**src/rtl/aopb_pkg.sv**
```systemverilog
// Shared widths, limits and register codes for the alpha-over pixel blender.
`timescale 1ns / 1ps

package aopb_pkg;

  // Canvas and coordinate geometry
  localparam int unsigned MAX_DIM   = 8192;
  localparam int unsigned DIM_W     = 14;
  localparam int unsigned COORD_W   = 15;
  localparam int unsigned ADDR_W    = 26;

  // Pixel packing
  localparam int unsigned CHAN_W    = 8;
  localparam int unsigned COLOR_W   = 32;
  localparam int unsigned NUM_CHAN  = 3;

  // Per-channel divider: numerator and quotient widths
  localparam int unsigned NUM_W     = 17;
  localparam int unsigned QUO_W     = 9;
  localparam int unsigned DIV_STEPS = 3;

  // Configuration register map
  localparam int unsigned CFG_IDX_W = 2;

  typedef enum logic [CFG_IDX_W-1:0] {
    CFG_CANVAS_WIDTH  = 2'd0,
    CFG_CANVAS_HEIGHT = 2'd1
  } cfg_reg_e;

endpackage

```
**src/rtl/aopb_div.sv**
```systemverilog
// Three-stage restoring divider for one color channel, three quotient bits per stage.
`timescale 1ns / 1ps

module aopb_div (
  input  logic                           clk_i,
  input  logic [aopb_pkg::NUM_W-1:0]     num_i,
  input  logic [aopb_pkg::CHAN_W-1:0]    den_i,
  output logic [aopb_pkg::QUO_W-1:0]     quo_o
);

  typedef struct packed {
    logic [aopb_pkg::CHAN_W-1:0] rem;
    logic [aopb_pkg::CHAN_W-1:0] den;
    logic [aopb_pkg::QUO_W-1:0]  quo;
    logic [aopb_pkg::QUO_W-1:0]  low;
  } div_stage_t;

  typedef struct packed {
    logic [aopb_pkg::CHAN_W-1:0]    rem;
    logic [aopb_pkg::DIV_STEPS-1:0] bits;
  } step_res_t;

  // Run three restoring steps: shift in a dividend bit, subtract when it fits
  function automatic step_res_t div_steps(input logic [aopb_pkg::CHAN_W-1:0]    rem,
                                          input logic [aopb_pkg::DIV_STEPS-1:0] din,
                                          input logic [aopb_pkg::CHAN_W-1:0]    den);
    step_res_t                 res;
    logic [aopb_pkg::CHAN_W:0] wide;
    res.rem  = rem;
    res.bits = '0;
    for (int i = aopb_pkg::DIV_STEPS - 1; i >= 0; i--) begin
      wide = {res.rem, din[i]};
      if (wide >= {1'b0, den}) begin
        wide        = wide - {1'b0, den};
        res.bits[i] = 1'b1;
      end
      res.rem = wide[aopb_pkg::CHAN_W-1:0];
    end
    return res;
  endfunction

  div_stage_t st0_d, st0_q;
  div_stage_t st1_d, st1_q;
  div_stage_t st2_d, st2_q;
  step_res_t  r0, r1, r2;

  // Stage 0: top quotient bits
  always_comb begin
    r0        = div_steps(num_i[aopb_pkg::NUM_W-1:aopb_pkg::QUO_W], num_i[8:6], den_i);
    st0_d.rem = r0.rem;
    st0_d.den = den_i;
    st0_d.quo = {r0.bits, 6'd0};
    st0_d.low = {3'd0, num_i[5:0]};
  end

  // Stage 1: middle quotient bits
  always_comb begin
    r1        = div_steps(st0_q.rem, st0_q.low[5:3], st0_q.den);
    st1_d.rem = r1.rem;
    st1_d.den = st0_q.den;
    st1_d.quo = {st0_q.quo[8:6], r1.bits, 3'd0};
    st1_d.low = st0_q.low;
  end

  // Stage 2: low quotient bits
  always_comb begin
    r2        = div_steps(st1_q.rem, st1_q.low[2:0], st1_q.den);
    st2_d.rem = r2.rem;
    st2_d.den = st1_q.den;
    st2_d.quo = {st1_q.quo[8:3], r2.bits};
    st2_d.low = st1_q.low;
  end

  // Advance the stages every cycle
  always_ff @(posedge clk_i) begin
    st0_q <= st0_d;
    st1_q <= st1_d;
    st2_q <= st2_d;
  end

  assign quo_o = st2_q.quo;

endmodule

```
**src/rtl/alpha_over_pixel_blend.sv**
```systemverilog
// Top level: clips a pixel, computes its address and blends source over destination.
// done_o is registered alongside the result fields and is high in the same cycle as them.
// Throughput: one pixel per cycle; busy_o stays low, the result receiver cannot stall.
// Stages: clip and products, alpha divide and address, channel divide-by-255, sum,
// three radix-8 divider stages for the channel divide by output alpha, output register.
// Reset: rst_ni clears the valid pipeline and sets both canvas dimensions to 8192.
`timescale 1ns / 1ps

module alpha_over_pixel_blend (
  input  logic                               clk_i,
  input  logic                               rst_ni,
  input  logic                               start_i,
  output logic                               busy_o,
  input  logic [aopb_pkg::COORD_W-1:0]       x_pos_i,
  input  logic [aopb_pkg::COORD_W-1:0]       y_pos_i,
  input  logic [aopb_pkg::COLOR_W-1:0]       src_color_i,
  input  logic [aopb_pkg::COLOR_W-1:0]       dst_color_i,
  output logic                               done_o,
  output logic                               write_enable_o,
  output logic [aopb_pkg::ADDR_W-1:0]        pixel_address_o,
  output logic [aopb_pkg::COLOR_W-1:0]       out_color_o,
  input  logic                               cfg_valid_i,
  output logic                               cfg_ready_o,
  input  logic [aopb_pkg::CFG_IDX_W-1:0]     cfg_index_i,
  input  logic [aopb_pkg::DIM_W-1:0]         cfg_data_i
);

  localparam int unsigned LATENCY = 8;
  localparam int unsigned NSTAGE  = 7;

  typedef struct packed {
    logic                              wr;
    logic                              copy;
    logic [aopb_pkg::COLOR_W-1:0]      src;
    logic [aopb_pkg::CHAN_W-1:0]       oa;
    logic [aopb_pkg::ADDR_W-1:0]       addr;
  } meta_t;

  typedef struct packed {
    logic                              wr;
    logic                              copy;
    logic [12:0]                       x;
    logic [12:0]                       y;
    logic [aopb_pkg::COLOR_W-1:0]      src;
    logic [aopb_pkg::CHAN_W-1:0]       oma;
    logic [15:0]                       noa;
    logic [2:0][15:0]                  sa;
    logic [2:0][15:0]                  dp;
  } s1_t;

  typedef struct packed {
    meta_t                             m;
    logic [2:0][15:0]                  sa;
    logic [2:0][23:0]                  tn;
  } s2_t;

  typedef struct packed {
    meta_t                             m;
    logic [2:0][15:0]                  sa;
    logic [2:0][15:0]                  t;
  } s3_t;

  typedef struct packed {
    meta_t                             m;
    logic [2:0][aopb_pkg::NUM_W-1:0]   num;
  } s4_t;

  // Floor division by 255 through a 257/65536 reciprocal and one correction step
  function automatic logic [15:0] div255(input logic [23:0] n);
    logic [32:0] prod;
    logic [15:0] q0;
    logic [23:0] rem;
    prod = {9'd0, n} + {1'b0, n, 8'd0};
    q0   = prod[31:16];
    rem  = n - 24'(q0) * 24'd255;
    if (rem >= 24'd255) begin
      return q0 + 16'd1;
    end
    return q0;
  endfunction

  // Configuration registers
  logic [aopb_pkg::DIM_W-1:0] cfg_w_q, cfg_h_q, cfg_val;

  assign cfg_ready_o = 1'b1;
  assign busy_o      = 1'b0;

  // Clamp oversize dimensions
  assign cfg_val = (cfg_data_i > aopb_pkg::DIM_W'(aopb_pkg::MAX_DIM))
                 ? aopb_pkg::DIM_W'(aopb_pkg::MAX_DIM) : cfg_data_i;

  always_ff @(posedge clk_i or negedge rst_ni) begin
    if (!rst_ni) begin
      cfg_w_q <= aopb_pkg::DIM_W'(aopb_pkg::MAX_DIM);
      cfg_h_q <= aopb_pkg::DIM_W'(aopb_pkg::MAX_DIM);
    end else if (cfg_valid_i && cfg_ready_o) begin
      case (cfg_index_i)
        aopb_pkg::CFG_CANVAS_WIDTH:  cfg_w_q <= cfg_val;
        aopb_pkg::CFG_CANVAS_HEIGHT: cfg_h_q <= cfg_val;
        default: ;
      endcase
    end
  end

  // Valid pipeline
  logic [NSTAGE-1:0] vld_d, vld_q;
  logic              done_q;

  assign vld_d = {vld_q[NSTAGE-2:0], start_i && !busy_o};

  always_ff @(posedge clk_i or negedge rst_ni) begin
    if (!rst_ni) begin
      vld_q  <= '0;
      done_q <= 1'b0;
    end else begin
      vld_q  <= vld_d;
      done_q <= vld_q[NSTAGE-1];
    end
  end

  // Stage 1: clip, flags and channel products
  s1_t                         s1_d, s1_q;
  logic [aopb_pkg::CHAN_W-1:0] a_in, da_in;
  logic                        x_in, y_in;

  always_comb begin
    a_in    = src_color_i[31:24];
    da_in   = dst_color_i[31:24];
    x_in    = !x_pos_i[aopb_pkg::COORD_W-1] && (x_pos_i[aopb_pkg::DIM_W-1:0] < cfg_w_q);
    y_in    = !y_pos_i[aopb_pkg::COORD_W-1] && (y_pos_i[aopb_pkg::DIM_W-1:0] < cfg_h_q);
    s1_d.wr   = x_in && y_in && (a_in != 8'd0);
    s1_d.copy = (a_in == 8'hFF) || (da_in == 8'd0);
    s1_d.x    = x_pos_i[12:0];
    s1_d.y    = y_pos_i[12:0];
    s1_d.src  = src_color_i;
    s1_d.oma  = 8'hFF - a_in;
    s1_d.noa  = {8'd0, da_in} * {8'd0, s1_d.oma} + 16'd127;
    for (int c = 0; c < aopb_pkg::NUM_CHAN; c++) begin
      s1_d.sa[c] = {8'd0, src_color_i[c*8 +: 8]} * {8'd0, a_in};
      s1_d.dp[c] = {8'd0, dst_color_i[c*8 +: 8]} * {8'd0, da_in};
    end
  end

  // Stage 2: output alpha, address and destination numerators
  s2_t         s2_d, s2_q;
  logic [15:0] oa_q0;
  logic [26:0] addr_full;

  always_comb begin
    oa_q0       = div255({8'd0, s1_q.noa});
    addr_full   = 27'(s1_q.y) * 27'(cfg_w_q) + 27'(s1_q.x);
    s2_d.m.wr   = s1_q.wr;
    s2_d.m.copy = s1_q.copy;
    s2_d.m.src  = s1_q.src;
    s2_d.m.oa   = s1_q.src[31:24] + oa_q0[7:0];
    s2_d.m.addr = addr_full[aopb_pkg::ADDR_W-1:0];
    s2_d.sa     = s1_q.sa;
    for (int c = 0; c < aopb_pkg::NUM_CHAN; c++) begin
      s2_d.tn[c] = {8'd0, s1_q.dp[c]} * {16'd0, s1_q.oma} + 24'd127;
    end
  end

  // Stage 3: scale destination terms by 1/255
  s3_t s3_d, s3_q;

  always_comb begin
    s3_d.m  = s2_q.m;
    s3_d.sa = s2_q.sa;
    for (int c = 0; c < aopb_pkg::NUM_CHAN; c++) begin
      s3_d.t[c] = div255(s2_q.tn[c]);
    end
  end

  // Stage 4: sum source, destination and rounding terms
  s4_t s4_d, s4_q;

  always_comb begin
    s4_d.m = s3_q.m;
    for (int c = 0; c < aopb_pkg::NUM_CHAN; c++) begin
      s4_d.num[c] = {1'b0, s3_q.sa[c]} + {1'b0, s3_q.t[c]}
                  + {10'd0, s3_q.m.oa[7:1]};
    end
  end

  always_ff @(posedge clk_i) begin
    s1_q <= s1_d;
    s2_q <= s2_d;
    s3_q <= s3_d;
    s4_q <= s4_d;
  end

  // Stages 5 to 7: divide each channel by output alpha
  logic [2:0][aopb_pkg::QUO_W-1:0] quo;

  for (genvar c = 0; c < aopb_pkg::NUM_CHAN; c++) begin : g_div
    aopb_div u_div (
      .clk_i (clk_i),
      .num_i (s4_q.num[c]),
      .den_i (s4_q.m.oa),
      .quo_o (quo[c])
    );
  end

  // Delay the side data alongside the dividers
  meta_t meta_d [3];
  meta_t meta_q [3];

  assign meta_d[0] = s4_q.m;
  assign meta_d[1] = meta_q[0];
  assign meta_d[2] = meta_q[1];

  always_ff @(posedge clk_i) begin
    for (int i = 0; i < 3; i++) begin
      meta_q[i] <= meta_d[i];
    end
  end

  // Output stage: saturate, pick copy or blend, zero a dropped pixel
  logic                          we_d, we_q;
  logic [aopb_pkg::ADDR_W-1:0]   addr_d, addr_q;
  logic [aopb_pkg::COLOR_W-1:0]  color_d, color_q, blend;

  always_comb begin
    blend[31:24] = meta_q[2].oa;
    for (int c = 0; c < aopb_pkg::NUM_CHAN; c++) begin
      blend[c*8 +: 8] = quo[c][aopb_pkg::QUO_W-1] ? 8'hFF : quo[c][7:0];
    end
    we_d    = meta_q[2].wr;
    addr_d  = meta_q[2].wr ? meta_q[2].addr : '0;
    color_d = !meta_q[2].wr ? '0 : (meta_q[2].copy ? meta_q[2].src : blend);
  end

  always_ff @(posedge clk_i) begin
    we_q    <= we_d;
    addr_q  <= addr_d;
    color_q <= color_d;
  end

  assign done_o          = done_q;
  assign write_enable_o  = we_q;
  assign pixel_address_o = addr_q;
  assign out_color_o     = color_q;

  // Checks
  a_nowrite_zero: assert property (@(posedge clk_i) disable iff (!rst_ni)
    (done_o && !write_enable_o) |-> (pixel_address_o == '0 && out_color_o == '0))
    else $error("dropped pixel carries nonzero fields");

  a_latency: assert property (@(posedge clk_i) disable iff (!rst_ni)
    (start_i && !busy_o) |-> ##LATENCY done_o)
    else $error("accepted transaction produced no result");

  a_no_spurious: assert property (@(posedge clk_i) disable iff (!rst_ni)
    done_o |-> $past(start_i && !busy_o, LATENCY))
    else $error("result without accepted transaction");

  a_cfg_range: assert property (@(posedge clk_i) disable iff (!rst_ni)
    (cfg_w_q <= aopb_pkg::DIM_W'(aopb_pkg::MAX_DIM))
      && (cfg_h_q <= aopb_pkg::DIM_W'(aopb_pkg::MAX_DIM)))
    else $error("canvas dimension above limit");

endmodule
```
**config.mk**
```make
export PLATFORM = sky130hd
export DESIGN_NAME = alpha_over_pixel_blend
export DESIGN_NICKNAME = d
export VERILOG_FILES = /design/src/rtl/aopb_pkg.sv /design/src/rtl/aopb_div.sv /design/src/rtl/alpha_over_pixel_blend.sv
export SDC_FILE = /design/constraint.sdc
export NUM_CORES = 2
export LEC_CHECK = 0
export BUFFER_PORTS_ARGS = -buffer_cell sky130_fd_sc_hd__buf_2
export CORE_UTILIZATION = 60
export CTS_CLUSTER_DIAMETER = 40
export DETAILED_ROUTE_END_ITERATION = 6
export GPL_ROUTABILITY_DRIVEN = 0
export MAX_ROUTING_LAYER = met4
export PLACE_DENSITY = 0.84
export SLEW_MARGIN = 10
export SYNTH_ARGS = -nofsm -noshare
export SYNTH_HDL_FRONTEND = slang
export SYNTH_SLANG_ARGS = --single-unit
```
**constraint.sdc**
```tcl
create_clock -name clk_i -period 12.2 [get_ports clk_i]
set_input_delay 3.66 -clock clk_i [delete_from_list [all_inputs] [get_ports clk_i]]
set_output_delay 3.66 -clock clk_i [all_outputs]
set_load 0.1 [all_outputs]
```
==> key figures <==
STA
  • Period minus WS final: 9.86 ns
  • Slew Viols, Final: 0
  • Skew final: 0.0736 ns
  • # setup viols final: 0
  • F_max: 101 MHz
  • Max transition margin: 20.8%
  • Final worst-path cycle share: 80.9%
  • Least-Margin Pin Slew: 1.19 ns
  • RSZ-0062 raised after global routing: no
  • Final Hold Fails: 0
  • Setup TNS: 0 ns

GRT
  • GR peak layer: met2
  • Vias in the first global route: 65400
  • Grt met1 use: 33.9%
  • Gr ovfl total: 0
  • Initial antenna violation count: 9
  • Global-route wire length before repair: 325000 µm
  • All-Layer GR Usage: 29.0%
  • Largest net degree at the start of global routing: 60
  • Met2 usage: 48.3%
  • Met3 Use GR: 5.13%

Synthesis
  • Count leader, synth: inv_1
  • Top cell type's share of synthesized area: 24.4%
  • Most instantiated cells after synthesis: inv_1 (1478), ha_1 (1092), dfxtp_1 (1043)
  • Async SR Flop Fraction: 3.34%
  • Cell Area, Synth: 85400 µm²
  • Synth area leader: dfxtp_1
  • Seq cells post-synth: 1079
  • YS warnings: 0
  • Synth unique cells: 93
  • Main synth FF type: dfxtp_1
  • Post-synthesis cell count: 8685
  • Synthesized Nets: 10900
  • Post-synth EDFFs: 0
  • Syn avg cell area: 9.84 µm²
  • Synth top area cells: dfxtp_1 (24%), fa_1 (24%), ha_1 (16%)
  • Seq/Total Area, Yosys: 25.5%

Floorplanning
  • I/O pin count: 176
  • CORE AREA: 141000 µm²
  • Die height: 379 µm
  • Die footprint: 144000 µm²
  • Initial Utilization: 60.4%
  • Die width: 379 µm
  • FP Rows: 138

Worst setup path
  • Max FO, Critical Path: 14
  • Crit path launch type: register
  • Slowest-stage cell, CP: a221oi_2
  • Biggest cell delay along the critical path: 0.87 ns
  • Worst EP required: 12.90 ns
  • Arr. time, crit path: 10.56 ns
  • CP Capture Type: register
  • CP Class: reg -> reg
  • Most common cell on crit path: o21ai_0

Final layout
  • Filler cell count: 9993
  • Share of layout cells above drive strength 1: 6.37%
  • Nets: 11100
  • Syn-to-layout area delta: 8.98%
  • Fin area: 93100 µm²
  • Post-layout util: 65.8%

Drt
  • Total wire length: 201000 µm
  • WL/cell: 18.5 µm
  • DR vias: 61400
  • DRT Pass-1 Iters: 7
  • DRC viols: 21
  • Drt via density: 5.65
  • Initial DRC Count: 4391
  • Antenna Violating Nets Remaining: 0

CTS
  • Worst-path clk slew: 0.06 ns
  • CTS tree: built
  • Clk buf depth: 3
  • Clk_lat worst skew: 0.82 ns
  • H-tree depth: 4
  • Setup Fix Bufs, Post-CTS: 0
  • Root Buffer: clkbuf_16
  • Total CTS buffers: 139
  • Post-CTS resize count: 0
  • CTS Hold Bufs: 0
  • # clock sinks: 1079

Place
  • Port Buf Inserts: 173
  • Placed Area: 88100 µm²
  • Placed wire-length estimate: 151000 µm

Outcome
  • Violated checks: DRC
  • Outcome: finished, violations left

Min path
  • Min-Delay Path Class: reg -> reg

Run
  • Max-cap violation count: 0
==> stage by stage <==
step,setup slack (ns),instances,hold WS [ns]
2_1_floorplan,4.04,8685,0.310
3_3_place_gp,3.23,10600,0.309
3_5_place_dp,2.74,10600,0.312
4_1_cts,2.58,10800,0.287
5_1_grt,1.65,10800,0.293
6_report,2.34,10900,0.286
==> final timing paths <==
kind	from	endpoint	slack (ns)	cells past startpoint
setup / recovery	g_div[2].u_div.st0_q[19]$_DFF_P_	g_div[1].u_div.st1_q[32]$_DFF_P_	2.34	38
hold / removal	s2_q[81]$_DFF_P_	s3_q[57]$_DFF_P_	0.29	0
setup reg to reg	g_div[2].u_div.st0_q[19]$_DFF_P_	g_div[1].u_div.st1_q[32]$_DFF_P_	2.34	38
hold reg to reg	s2_q[81]$_DFF_P_	s3_q[57]$_DFF_P_	0.29	0
max in group asynchronous	rst_ni	cfg_w_q[10]$_DFFE_PN0P_	8.74	1
min in group asynchronous	rst_ni	cfg_h_q[2]$_DFFE_PN0P_	2.95	1
==> metal layers <==
layer,up-vias,wire (µm)
met1,30200,79300
met5,-,0
met4,0,9640
met3,662,13200
li1,28100,-
met2,2415,98400
==> layout by cell type, fill, tap and decap left out, drive strengths merged, types with 23 or more instances in the layout <==
cell type and n:
inv 1510, ha 1092, dfxtp 1043, fa 1029, nand2 804, and2 522
xnor2 339, o21ai 308, nor2 265, a21oi 261, buf 192, clkbuf 171
a21o 129, nand2b 121, nor2b 105, xor2 95, mux2 94, nand3 79
a21boi 68, nor3 67, nand4 61, o21a 50, mux2i 47, clkinv 46
o21bai 39, dfrtp 34, a211oi 30, a31oi 25, o311a 24, and3 23
o31ai 23
==> sequential cells by signal (all words and copies together) (netlist names), 26 cells and up <==
register           cells
s4_q                  51
out_color_o           32
meta_q               190
g_div.u_div.st0_q     58
g_div.u_div.st1_q     58
s2_q                 188
g_div.u_div.quo_o     27
meta_d                68
s3_q                 164
pixel_address_o       26
s1_q                 180
==> critical path, delay by kind of cell, from the launching register on <==
family | cells | cell delay (ns)
compound gates | 21 | 5.03
fa+ha+maj | 3 | 0.98
buf+inv | 3 | 0.63
flops | 1 | 0.67
mux | 2 | 0.85
simple gates | 9 | 1.58
==> area by class of cell <==
class                           count  area [µm²]  share of cell area, %
Sequential cell                  1079       21800                   23.4
Tap cell                         1890        2360                   2.54
Clock inverter                     86        1160                   1.25
Multi-Input combinational cell   5944       57400                   61.6
Timing Repair Buffer              192        1010                   1.08
Clock buffer                      171        3810                   4.09
Antenna cell                       11        27.5                 0.0296
Inverter                         1481        5560                   5.97
==> kinds of logic after synthesis <==
logic type	Yosys count	synth area share (%)
mux	141	1.79
flops	1079	25.5
xor+xnor	435	4.47
simple gates	2150	12.5
fa+ha+maj	2121	40.1
buf+inv	1662	7.33
compound gates	1095	8.27
other cells	2	0.00879
Power is not shown: default switching activity piles up to over one toggle a cycle in this logic, so the estimate is an artifact.
